### config.mk
export PLATFORM = sky130hd
export DESIGN_NAME = skbs_key_cmp
export DESIGN_NICKNAME = d
export VERILOG_FILES = /design/src/design/sorted_key_bound_search_macros.svh /design/src/design/skbs_pkg.sv /design/src/design/skbs_key_cmp.sv
export SDC_FILE = /design/constraint.sdc
export NUM_CORES = 1
export LEC_CHECK = 0
export BUFFER_PORTS_ARGS = -buffer_cell sky130_fd_sc_hd__clkbuf_2
export CAP_MARGIN = 10
export CELL_PAD_IN_SITES_DETAIL_PLACEMENT = 2
export CELL_PAD_IN_SITES_GLOBAL_PLACEMENT = 2
export CORE_UTILIZATION = 21
export DETAILED_ROUTE_END_ITERATION = 10
export PLACE_DENSITY = 0.95
export SYNTH_ARGS = -nofsm -noshare
export SYNTH_HDL_FRONTEND = slang
export SYNTH_SLANG_ARGS = --single-unit
### constraint.sdc
create_clock -name vclk -period 5.8
set_input_delay 0.87 -clock vclk [all_inputs]
set_output_delay 0.87 -clock vclk [all_outputs]
set_load 0.03 [all_outputs]
### src/design/sorted_key_bound_search_macros.svh
// assertion macros for sorted_key_bound_search
`ifndef SORTED_KEY_BOUND_SEARCH_MACROS_SVH
`define SORTED_KEY_BOUND_SEARCH_MACROS_SVH

`ifndef SYNTHESIS

// same-cycle implication
`define SKBS_ASSERT_NOW(label, clk, rst_n, ante, cons) \
  label: assert property (@(posedge clk) disable iff (!rst_n) (ante) |-> (cons)) \
    else $error("skbs assertion failed");

// next-cycle implication
`define SKBS_ASSERT_NEXT(label, clk, rst_n, ante, cons) \
  label: assert property (@(posedge clk) disable iff (!rst_n) (ante) |=> (cons)) \
    else $error("skbs assertion failed");

`else

`define SKBS_ASSERT_NOW(label, clk, rst_n, ante, cons)
`define SKBS_ASSERT_NEXT(label, clk, rst_n, ante, cons)

`endif

`endif

### src/design/skbs_pkg.sv
package skbs_pkg;

  localparam int WORD_W   = 32;
  localparam int RESULT_W = 10;

  localparam logic [1:0] REQ_CLEAR  = 2'd0;
  localparam logic [1:0] REQ_APPEND = 2'd1;
  localparam logic [1:0] REQ_QUERY  = 2'd2;

  localparam logic [2:0] OP_LT = 3'd0;
  localparam logic [2:0] OP_LE = 3'd1;
  localparam logic [2:0] OP_EQ = 3'd2;
  localparam logic [2:0] OP_GT = 3'd3;
  localparam logic [2:0] OP_GE = 3'd4;

  typedef enum logic [1:0] {
    ST_IDLE,
    ST_PROBE,
    ST_CMP
  } state_t;

  typedef struct packed {
    logic lt;
    logic gt;
  } order_t;

endpackage

### src/design/skbs_key_cmp.sv
module skbs_key_cmp (
  input  logic signed [skbs_pkg::WORD_W-1:0] entry_first,
  input  logic signed [skbs_pkg::WORD_W-1:0] entry_second,
  input  logic signed [skbs_pkg::WORD_W-1:0] key_first,
  input  logic signed [skbs_pkg::WORD_W-1:0] key_second,
  input  logic                               two_words,
  output skbs_pkg::order_t                   order
);

  logic first_lt, first_gt, second_lt, second_gt;

  assign first_lt  = entry_first < key_first;
  assign first_gt  = entry_first > key_first;
  assign second_lt = entry_second < key_second;
  assign second_gt = entry_second > key_second;

  // lexicographic, most significant word first
  always_comb begin
    order.lt = first_lt;
    order.gt = first_gt;
    if (!first_lt && !first_gt && two_words) begin
      order.lt = second_lt;
      order.gt = second_gt;
    end
  end

endmodule
# Word level (Yosys, flattened, before mapping)
# Cells that the tools add are included.
word_totals:
  ff_bits: 0
  in_bits: 129
  out_inout_bits: 2
  elab_cells: 9
classes:
  order_cmp: 4
  n_mux: 1
  reduce_logical: 4
op_table:
  columns: ["operator", "n"]
  rows:
  - ["greater-than comparator 32 bit", 2]
  - ["less-than comparator 32 bit", 2]
  - ["logical AND 1 bit", 2]
  - ["zero test 1 bit", 2]
  - ["two-way mux 2 bit", 1]

# Longest topological paths before layout
# Gate-level depths: netlist of the first run.
logic_depth:
  word_depth: 5
  depth_mapped: 9
  depth_no_buf: 9

# Least setup slack after synthesis of the first run
# OpenSTA, ideal clock, no wires.
synth_timing:
  path_kind: "in2out"
  start: "input port key_first[14] in the netlist's numbering"
  end: "output port order[0] in the netlist's numbering"
  t_arrival_ns: 2.873
  required_time_ns: 4.930
  path_slack_ns: 2.057
  cell_stages: 9
  n_path_buf: 0
  cell_sequence: "inv_1 ha_1 a21oi_1 nand2_1 a21o_1 o41ai_1 o211ai_1 mux2i_1 nor3_1"
synth_rtl:
  columns: ["item", "line_no", "source"]
  rows:
  - ["from (decl)", "skbs_key_cmp.sv:4", "input logic signed [skbs_pkg::WORD_W-1:0] key_first,"]
  - ["to (decl)", "skbs_key_cmp.sv:7", "output skbs_pkg::order_t order"]

==> results of run 1 <==
-- stage by stage --
| stage | worst slack, ns | hold WS, ns | cell area, sq um |
|---|---|---|---|
| finish | 1.97 | 2.15 | 2440 |
| detailed placement | 1.94 | 2.15 | 2440 |
| CTS | 1.93 | 2.15 | 2440 |
| floorplan | 2.06 | 1.98 | 1660 |
| global route | 1.75 | 2.17 | 2440 |
| global placement | 1.94 | 2.16 | 2440 |
-- power groups by stage --
stage	Combinational, W	Sequential [W]	Clock (W)
2_1_floorplan	0.0000844	0	0
3_3_place_gp	0.000147	0	0
3_5_place_dp	0.000160	0	0
4_1_cts	0.000161	0	0
5_1_grt	0.000179	0	0
6_report	0.000156	0	0
-- critical path: stages --
cell and delay, ns:
sky130_fd_sc_hd__clkbuf_2 0.08, sky130_fd_sc_hd__inv_1 0.03, sky130_fd_sc_hd__ha_1 0.30, sky130_fd_sc_hd__nand4_1 0.19, sky130_fd_sc_hd__nor4_2 0.42, sky130_fd_sc_hd__nand2_1 0.13
sky130_fd_sc_hd__or4_1 0.43, sky130_fd_sc_hd__o22ai_2 0.18, sky130_fd_sc_hd__a21o_1 0.15, sky130_fd_sc_hd__clkbuf_2 0.20
-- synth_stat cells (2+ instances only) --
master	instances	share of area
sky130_fd_sc_hd__inv_1	65	0.15
sky130_fd_sc_hd__ha_1	64	0.48
sky130_fd_sc_hd__a21oi_1	29	0.088
sky130_fd_sc_hd__nand2_1	14	0.032
sky130_fd_sc_hd__nand4_1	13	0.049
sky130_fd_sc_hd__a21o_1	8	0.036
sky130_fd_sc_hd__nand3_1	8	0.024
sky130_fd_sc_hd__o21ai_0	4	0.012
sky130_fd_sc_hd__o211ai_1	3	0.014
sky130_fd_sc_hd__a211oi_1	2	0.0091
sky130_fd_sc_hd__nor2b_1	2	0.0075
sky130_fd_sc_hd__nor4_1	2	0.0075
sky130_fd_sc_hd__o21a_1	2	0.0091
sky130_fd_sc_hd__or3_1	2	0.0075
-- metal layers --
layer	vias to the layer above	wire, um
met1	1004	2340
met4	0	21
met3	2	223
met5	-	0
li1	1071	-
met2	67	3630
-- area by class of cell --
cell class | instances | area, sq um | share of cell area
Inverter | 65 | 244 | 0.0999
Timing Repair Buffer | 131 | 656 | 0.269
Multi-Input combinational cell | 166 | 1410 | 0.579
Tap cell | 102 | 128 | 0.0523
-- how the worst max path moves through the flow --
| stage | endpoint | slack (ns) | cells after the start |
|---|---|---|---|
| global route | order[0] | 1.75 | 11 |
| floorplan | order[0] | 2.06 | 9 |
| global placement | order[0] | 1.94 | 10 |
| finish | order[1] | 1.97 | 10 |
| CTS | order[1] | 1.93 | 10 |
| detailed placement | order[1] | 1.94 | 10 |
-- kinds of logic after synthesis --
group	count (synthesis)	synth area share
multiplexers	1	0.00604
AND/OR/NAND/NOR	48	0.170
buffers and inverters	65	0.147
adder cells (fa/ha/maj)	64	0.483
AO/OA/AOI/OAI	53	0.194
==> impl_metrics.xml, run 1 <==
<?xml version="1.0" encoding="UTF-8"?>
<metrics>
  <group name="power">
    <metric name="cellPowerDensity" unit="nW/um^2">64.0</metric>
    <metric name="vdd_drop_max" unit="uV">34.5</metric>
    <metric name="power" unit="W">0.000156</metric>
    <metric name="internal_power" unit="W">0.0000783</metric>
    <metric name="power.share.combinational" unit="">1.000</metric>
    <metric name="p_sw_frac" unit="">0.499</metric>
    <metric name="power.static_leakage" unit="nW">1.60</metric>
    <metric name="share_seq_of_total_power" unit="">0</metric>
    <metric name="clockPowerShare" unit="">0</metric>
    <metric name="power_switching" unit="W">0.0000781</metric>
  </group>
  <group name="final_layout">
    <metric name="final-instance-count-excl-fill" unit="">464</metric>
    <metric name="final_core_utilization" unit="">0.318</metric>
    <metric name="mostFrequentLayoutCell" unit="">sky130_fd_sc_hd__clkbuf_2</metric>
    <metric name="flops_and_latches" unit="">0</metric>
    <metric name="regArea" unit="sq um">0</metric>
    <metric name="post_route_cells_drive_above_1_share" unit="">0.373</metric>
    <metric name="num-clock-buffers" unit="">0</metric>
    <metric name="mostFrequentLayoutCells" unit="">sky130_fd_sc_hd__clkbuf_2 (131), sky130_fd_sc_hd__inv_1 (65), sky130_fd_sc_hd__ha_1 (64)</metric>
    <metric name="fin_nets" unit="">557</metric>
    <metric name="final.fill_count" unit="">976</metric>
    <metric name="insertedDiodeCount" unit="">0</metric>
    <metric name="area_delta_synth_final" unit="%">47.2</metric>
  </group>
  <group name="timing">
    <metric name="period_needed" unit="ns">3.83</metric>
    <metric name="timing_hold_violations_final" unit="">0</metric>
    <metric name="timing.final.max_slew_violations" unit="">0</metric>
    <metric name="slew_headroom" unit="">0.755</metric>
    <metric name="final.period_utilization" unit="">0.661</metric>
    <metric name="clock.fmax" unit="GHz">0.261</metric>
    <metric name="timing_worst_slew_pin_value" unit="ns">0.363</metric>
    <metric name="finalSetupTns" unit="ns">0</metric>
    <metric name="timing.final.setup_violations" unit="">0</metric>
    <metric name="rsz0062_at_grt" unit="">no</metric>
  </group>
  <group name="placed_design">
    <metric name="port_buffers" unit="">131</metric>
    <metric name="gp_congestion" unit="">0.743</metric>
    <metric name="numPlacedInstances" unit="">464</metric>
    <metric name="dp_hpwl" unit="mm">6.14</metric>
  </group>
  <group name="global_routing">
    <metric name="grt_first_pass_wirelength" unit="mm">10.3</metric>
    <metric name="overflow" unit="">0</metric>
    <metric name="grt_usage" unit="">0.150</metric>
    <metric name="globalRoute.busiestLayer" unit="">met2</metric>
    <metric name="grt_max_degree" unit="">5</metric>
    <metric name="grt_antenna_before_repair" unit="">0</metric>
    <metric name="grt.met2_usage" unit="">0.340</metric>
    <metric name="grtUsageMet1" unit="">0.149</metric>
    <metric name="grt_pass1_vias" unit="">2467</metric>
    <metric name="groute.layer.met3.usage" unit="">0.0101</metric>
  </group>
  <group name="min_path">
    <metric name="worstHoldEndpoint" unit="">order[1]</metric>
    <metric name="worstHoldPathType" unit="">input port to primary output</metric>
    <metric name="worst_hold_path.num_cells" unit="">3</metric>
    <metric name="min_from" unit="">two_words</metric>
  </group>
  <group name="run_status">
    <metric name="run_status" unit="">completed</metric>
  </group>
  <group name="worst_setup_path">
    <metric name="worstSetupStartpointType" unit="">input port</metric>
    <metric name="timing.critical_path.required" unit="ns">4.93</metric>
    <metric name="cp_startpoint" unit="">key_first[14]</metric>
    <metric name="critical_path.endpoint_type" unit="">primary output</metric>
    <metric name="cp.arrival" unit="ns">2.96</metric>
    <metric name="worst_path_class_setup" unit="">input port to primary output</metric>
    <metric name="critical_path_peak_fanout" unit="">4</metric>
  </group>
  <group name="yosys">
    <metric name="netlist_instances" unit="">231</metric>
    <metric name="synth-warning-count" unit="">0</metric>
    <metric name="synth_fp_nets" unit="">424</metric>
    <metric name="synth_seq_area_share" unit="">0</metric>
    <metric name="postSynthAreaPerCell" unit="sq um">7.18</metric>
    <metric name="total_standard_cell_area_after_synthesis" unit="sq um">1660</metric>
    <metric name="library_cells_used_by_synthesis" unit="">27</metric>
  </group>
  <group name="drt">
    <metric name="detail_route.iter0.violations" unit="">15</metric>
    <metric name="vias" unit="">2144</metric>
    <metric name="drt-pass1-iter-count" unit="">4</metric>
    <metric name="route.antenna.remaining_nets" unit="">0</metric>
    <metric name="route.detailed.wl_per_inst" unit="um">13.4</metric>
    <metric name="vias_per_cell" unit="">4.62</metric>
    <metric name="wirelength" unit="mm">6.22</metric>
    <metric name="number_of_design_rule_violations_left_after_detail_routing" unit="">0</metric>
  </group>
  <group name="job">
    <metric name="timing.max_cap.violations" unit="">0</metric>
  </group>
  <group name="cts">
    <metric name="ctsResizeCount" unit="">0</metric>
    <metric name="post_cts_buffers" unit="">0</metric>
    <metric name="hold_buffers" unit="">0</metric>
  </group>
  <group name="floorplanning">
    <metric name="total_die_area" unit="sq um">8250</metric>
    <metric name="die_width" unit="um">90.9</metric>
    <metric name="die-height" unit="um">90.9</metric>
    <metric name="floorplan.core_area" unit="sq um">7690</metric>
    <metric name="fp-row-count" unit="">32</metric>
    <metric name="initial_core_util" unit="">0.216</metric>
    <metric name="io_pins" unit="">131</metric>
  </group>
</metrics>
Note: power is estimated with default switching activity, not from simulation.
==> run 2, diff against run 1 <==
--- a/config.mk
+++ b/config.mk
@@ -5,13 +5,14 @@
 export SDC_FILE = /design/constraint.sdc
 export NUM_CORES = 1
 export LEC_CHECK = 0
+export ABC_AREA = 1
 export BUFFER_PORTS_ARGS = -buffer_cell sky130_fd_sc_hd__clkbuf_2
 export CAP_MARGIN = 10
 export CELL_PAD_IN_SITES_DETAIL_PLACEMENT = 2
 export CELL_PAD_IN_SITES_GLOBAL_PLACEMENT = 2
-export CORE_UTILIZATION = 21
+export CORE_UTILIZATION = 18
 export DETAILED_ROUTE_END_ITERATION = 10
-export PLACE_DENSITY = 0.95
+export PLACE_DENSITY = 0.91
 export SYNTH_ARGS = -nofsm -noshare
 export SYNTH_HDL_FRONTEND = slang
 export SYNTH_SLANG_ARGS = --single-unit
==> constraint.sdc (replaced) <==
create_clock -name vclk -period 3.28
set_input_delay 0.492 -clock vclk [all_inputs]
set_output_delay 0.492 -clock vclk [all_outputs]
set_load 0.03 [all_outputs]
==> run 2 against run 1 <==
Against the previous run:
- worst hold slack got worse by 0.77 ns
- sequential share of layout area is the same
- global-route usage shrank 2.7 points
- synthesized cell count is 28% higher
- combinational power rose by 93%
- power grew 92%
- die area increased by 25%
==> impl_metrics.xml, run 2 <==
<?xml version="1.0" encoding="UTF-8"?>
<metrics>
  <group name="global_routing">
    <metric name="grt_usage" unit="">0.122</metric>
    <metric name="grt_max_degree" unit="">5</metric>
    <metric name="grt_pass1_vias" unit="">2583</metric>
    <metric name="grt_antenna_before_repair" unit="">0</metric>
    <metric name="grt_first_pass_wirelength" unit="mm">10.4</metric>
    <metric name="overflow" unit="">0</metric>
  </group>
  <group name="final_layout">
    <metric name="flops_and_latches" unit="">0</metric>
    <metric name="mostFrequentLayoutCell" unit="">sky130_fd_sc_hd__clkbuf_2</metric>
    <metric name="area_delta_synth_final" unit="%">45.9</metric>
    <metric name="mostFrequentLayoutCells" unit="">sky130_fd_sc_hd__clkbuf_2 (131), sky130_fd_sc_hd__inv_1 (79), sky130_fd_sc_hd__nand2_1 (70)</metric>
    <metric name="multiInputGateArea" unit="sq um">1490</metric>
    <metric name="fin_nets" unit="">621</metric>
    <metric name="post_route_cells_drive_above_1_share" unit="">0.331</metric>
    <metric name="regArea" unit="sq um">0</metric>
    <metric name="insertedDiodeCount" unit="">0</metric>
    <metric name="num-clock-buffers" unit="">0</metric>
    <metric name="final.fill_count" unit="">1257</metric>
  </group>
  <group name="drt">
    <metric name="wl_met3" unit="um">319</metric>
    <metric name="route.detailed.wl_per_inst" unit="um">11.3</metric>
    <metric name="vias" unit="">2326</metric>
    <metric name="route.antenna.remaining_nets" unit="">0</metric>
    <metric name="maxUsedRoutingLayer" unit="">met3</metric>
    <metric name="number_of_design_rule_violations_left_after_detail_routing" unit="">0</metric>
    <metric name="vias_per_cell" unit="">4.16</metric>
    <metric name="drt-pass1-iter-count" unit="">4</metric>
    <metric name="wirelength" unit="mm">6.30</metric>
    <metric name="wl_met1" unit="mm">2.41</metric>
    <metric name="route.met2.wl" unit="mm">3.57</metric>
    <metric name="detail_route.iter0.violations" unit="">5</metric>
  </group>
  <group name="yosys">
    <metric name="netlist_top_cells_area" unit="">sky130_fd_sc_hd__ha_1 (45%), sky130_fd_sc_hd__inv_1 (17%), sky130_fd_sc_hd__nand2_1 (15%), sky130_fd_sc_hd__a21oi_1 (8.1%), sky130_fd_sc_hd__nor2_1 (4.2%)</metric>
    <metric name="synth.cells.most_frequent" unit="">sky130_fd_sc_hd__inv_1 (79), sky130_fd_sc_hd__nand2_1 (70), sky130_fd_sc_hd__ha_1 (64)</metric>
    <metric name="synth-warning-count" unit="">0</metric>
    <metric name="postSynthAreaPerCell" unit="sq um">6.07</metric>
    <metric name="yosys.area_share.simple" unit="">0.262</metric>
    <metric name="largest_family_of_logic_cells_by_synthesized_area" unit="">adder cells</metric>
    <metric name="synth_fp_nets" unit="">488</metric>
    <metric name="synthDominantCellAreaShare" unit="">0.447</metric>
    <metric name="library_cells_used_by_synthesis" unit="">21</metric>
    <metric name="synth-compound-area-share" unit="">0.122</metric>
    <metric name="synth_xor_area_frac" unit="">0</metric>
    <metric name="total_standard_cell_area_after_synthesis" unit="sq um">1790</metric>
    <metric name="netlist_instances" unit="">295</metric>
    <metric name="yosys-mux-area-fraction" unit="">0</metric>
    <metric name="yosys.area_share.adder" unit="">0.447</metric>
    <metric name="synth_seq_area_share" unit="">0</metric>
    <metric name="synth.most_common_cell" unit="">sky130_fd_sc_hd__inv_1</metric>
    <metric name="post-synth-top-area-cell" unit="">sky130_fd_sc_hd__ha_1</metric>
  </group>
  <group name="timing">
    <metric name="rsz0062_at_grt" unit="">no</metric>
    <metric name="timing.final.setup_violations" unit="">0</metric>
    <metric name="timing.final.max_slew_violations" unit="">0</metric>
    <metric name="slew_headroom" unit="">0.820</metric>
    <metric name="timing_worst_slew_pin_value" unit="ns">0.268</metric>
    <metric name="worst_slack" unit="ns">0.667</metric>
    <metric name="finalSetupTns" unit="ns">0</metric>
    <metric name="clock.fmax" unit="GHz">0.383</metric>
    <metric name="period_needed" unit="ns">2.61</metric>
    <metric name="timing_hold_violations_final" unit="">0</metric>
    <metric name="final.period_utilization" unit="">0.797</metric>
  </group>
  <group name="worst_setup_path">
    <metric name="critical_path.endpoint_type" unit="">primary output</metric>
    <metric name="cp.arrival" unit="ns">2.12</metric>
    <metric name="worst_path_class_setup" unit="">input port to primary output</metric>
    <metric name="worstSetupStartpointType" unit="">input port</metric>
    <metric name="timing.critical_path.required" unit="ns">2.79</metric>
    <metric name="critical_path_peak_fanout" unit="">2</metric>
  </group>
  <group name="floorplanning">
    <metric name="floorplan.core_area" unit="sq um">9730</metric>
    <metric name="die_width" unit="um">102</metric>
    <metric name="fp-row-count" unit="">36</metric>
    <metric name="initial_core_util" unit="">0.184</metric>
    <metric name="die-height" unit="um">102</metric>
    <metric name="total_die_area" unit="sq um">10400</metric>
    <metric name="io_pins" unit="">131</metric>
  </group>
  <group name="power">
    <metric name="vdd_drop_max" unit="uV">28.0</metric>
    <metric name="power.static_leakage" unit="nW">1.77</metric>
    <metric name="cellPowerDensity" unit="nW/um^2">115</metric>
  </group>
  <group name="min_path">
    <metric name="worstHoldPathType" unit="">input port to primary output</metric>
  </group>
  <group name="placed_design">
    <metric name="gp_congestion" unit="">0.647</metric>
    <metric name="dp_hpwl" unit="mm">6.30</metric>
    <metric name="pre_cts_ws" unit="ns">0.627</metric>
    <metric name="port_buffers" unit="">131</metric>
  </group>
  <group name="cts">
    <metric name="ctsResizeCount" unit="">0</metric>
    <metric name="post_cts_buffers" unit="">0</metric>
    <metric name="hold_buffers" unit="">0</metric>
  </group>
  <group name="run_status">
    <metric name="run_status" unit="">completed</metric>
  </group>
  <group name="job">
    <metric name="timing.max_cap.violations" unit="">0</metric>
  </group>
</metrics>
==> run 2: cell types whose count changed after synthesis, moves of 3 or more <==
| cell | previous run | this run |
|---|---|---|
| sky130_fd_sc_hd__o21ai_1 | 0 | 3 |
| sky130_fd_sc_hd__o211ai_1 | 3 | 0 |
| sky130_fd_sc_hd__inv_1 | 65 | 79 |
| sky130_fd_sc_hd__a21o_1 | 8 | 1 |
| sky130_fd_sc_hd__nand2_1 | 14 | 70 |
| sky130_fd_sc_hd__nand4_1 | 13 | 2 |
| sky130_fd_sc_hd__nor2_1 | 1 | 20 |
==> run 2: routing by layer <==
metal | global-route usage | vias to the layer above
met2 | 0.276 | 70
met3 | 0.00552 | 0
met1 | 0.126 | 1064
li1 | - | 1192
met4 | 0 | 0
met5 | 0 | -
==> run 2: final timing paths <==
check | to | startpoint | cells past startpoint
worst max-delay path | order[0] | key_second[13] | 13
worst min-delay path | order[1] | two_words | 4
==> run 2: report_power, final <==
| part | switching (W) | internal [W] |
|---|---|---|
| Sequential | 0 | 0 |
| Combinational | 0.000156 | 0.000144 |
| Clock | 0 | 0 |
| Total | 0.000156 | 0.000144 |
==> run 2: critical path, cell delays in order <==
cell and delay (ns):
sky130_fd_sc_hd__clkbuf_2 0.08, sky130_fd_sc_hd__inv_1 0.03, sky130_fd_sc_hd__ha_1 0.28, sky130_fd_sc_hd__a21oi_1 0.21
sky130_fd_sc_hd__o21ai_0 0.11, sky130_fd_sc_hd__a21oi_1 0.19, sky130_fd_sc_hd__nand2_1 0.08, sky130_fd_sc_hd__nand2_1 0.08
sky130_fd_sc_hd__nand2_1 0.06, sky130_fd_sc_hd__nand2_1 0.09, sky130_fd_sc_hd__nand3_1 0.09, sky130_fd_sc_hd__a21oi_2 0.12
sky130_fd_sc_hd__clkbuf_2 0.22
==> run 2: logic make-up after synthesis <==
group / count (synthesis)
fa+ha+maj: 64
compound gates: 41
buf+inv: 81
simple gates: 109
==> run 2: final cells by class <==
cell class | count | share of cell area
Multi-Input combinational cell | 214 | 0.569
Timing Repair Buffer | 131 | 0.251
Inverter | 81 | 0.116
Tap cell | 133 | 0.0637
==> run 2: through the flow <==
step,instance area (sq um),utilization,std cells,total power [W],hold WS [ns]
6_report,2610,0.269,559,0.000301,1.38
5_1_grt,2610,0.269,559,0.000353,1.41
4_1_cts,2610,0.269,559,0.000311,1.39
3_5_place_dp,2610,0.269,559,0.000308,1.39
3_3_place_gp,2610,0.269,559,0.000285,1.38
2_1_floorplan,1790,-,295,0.000169,1.22
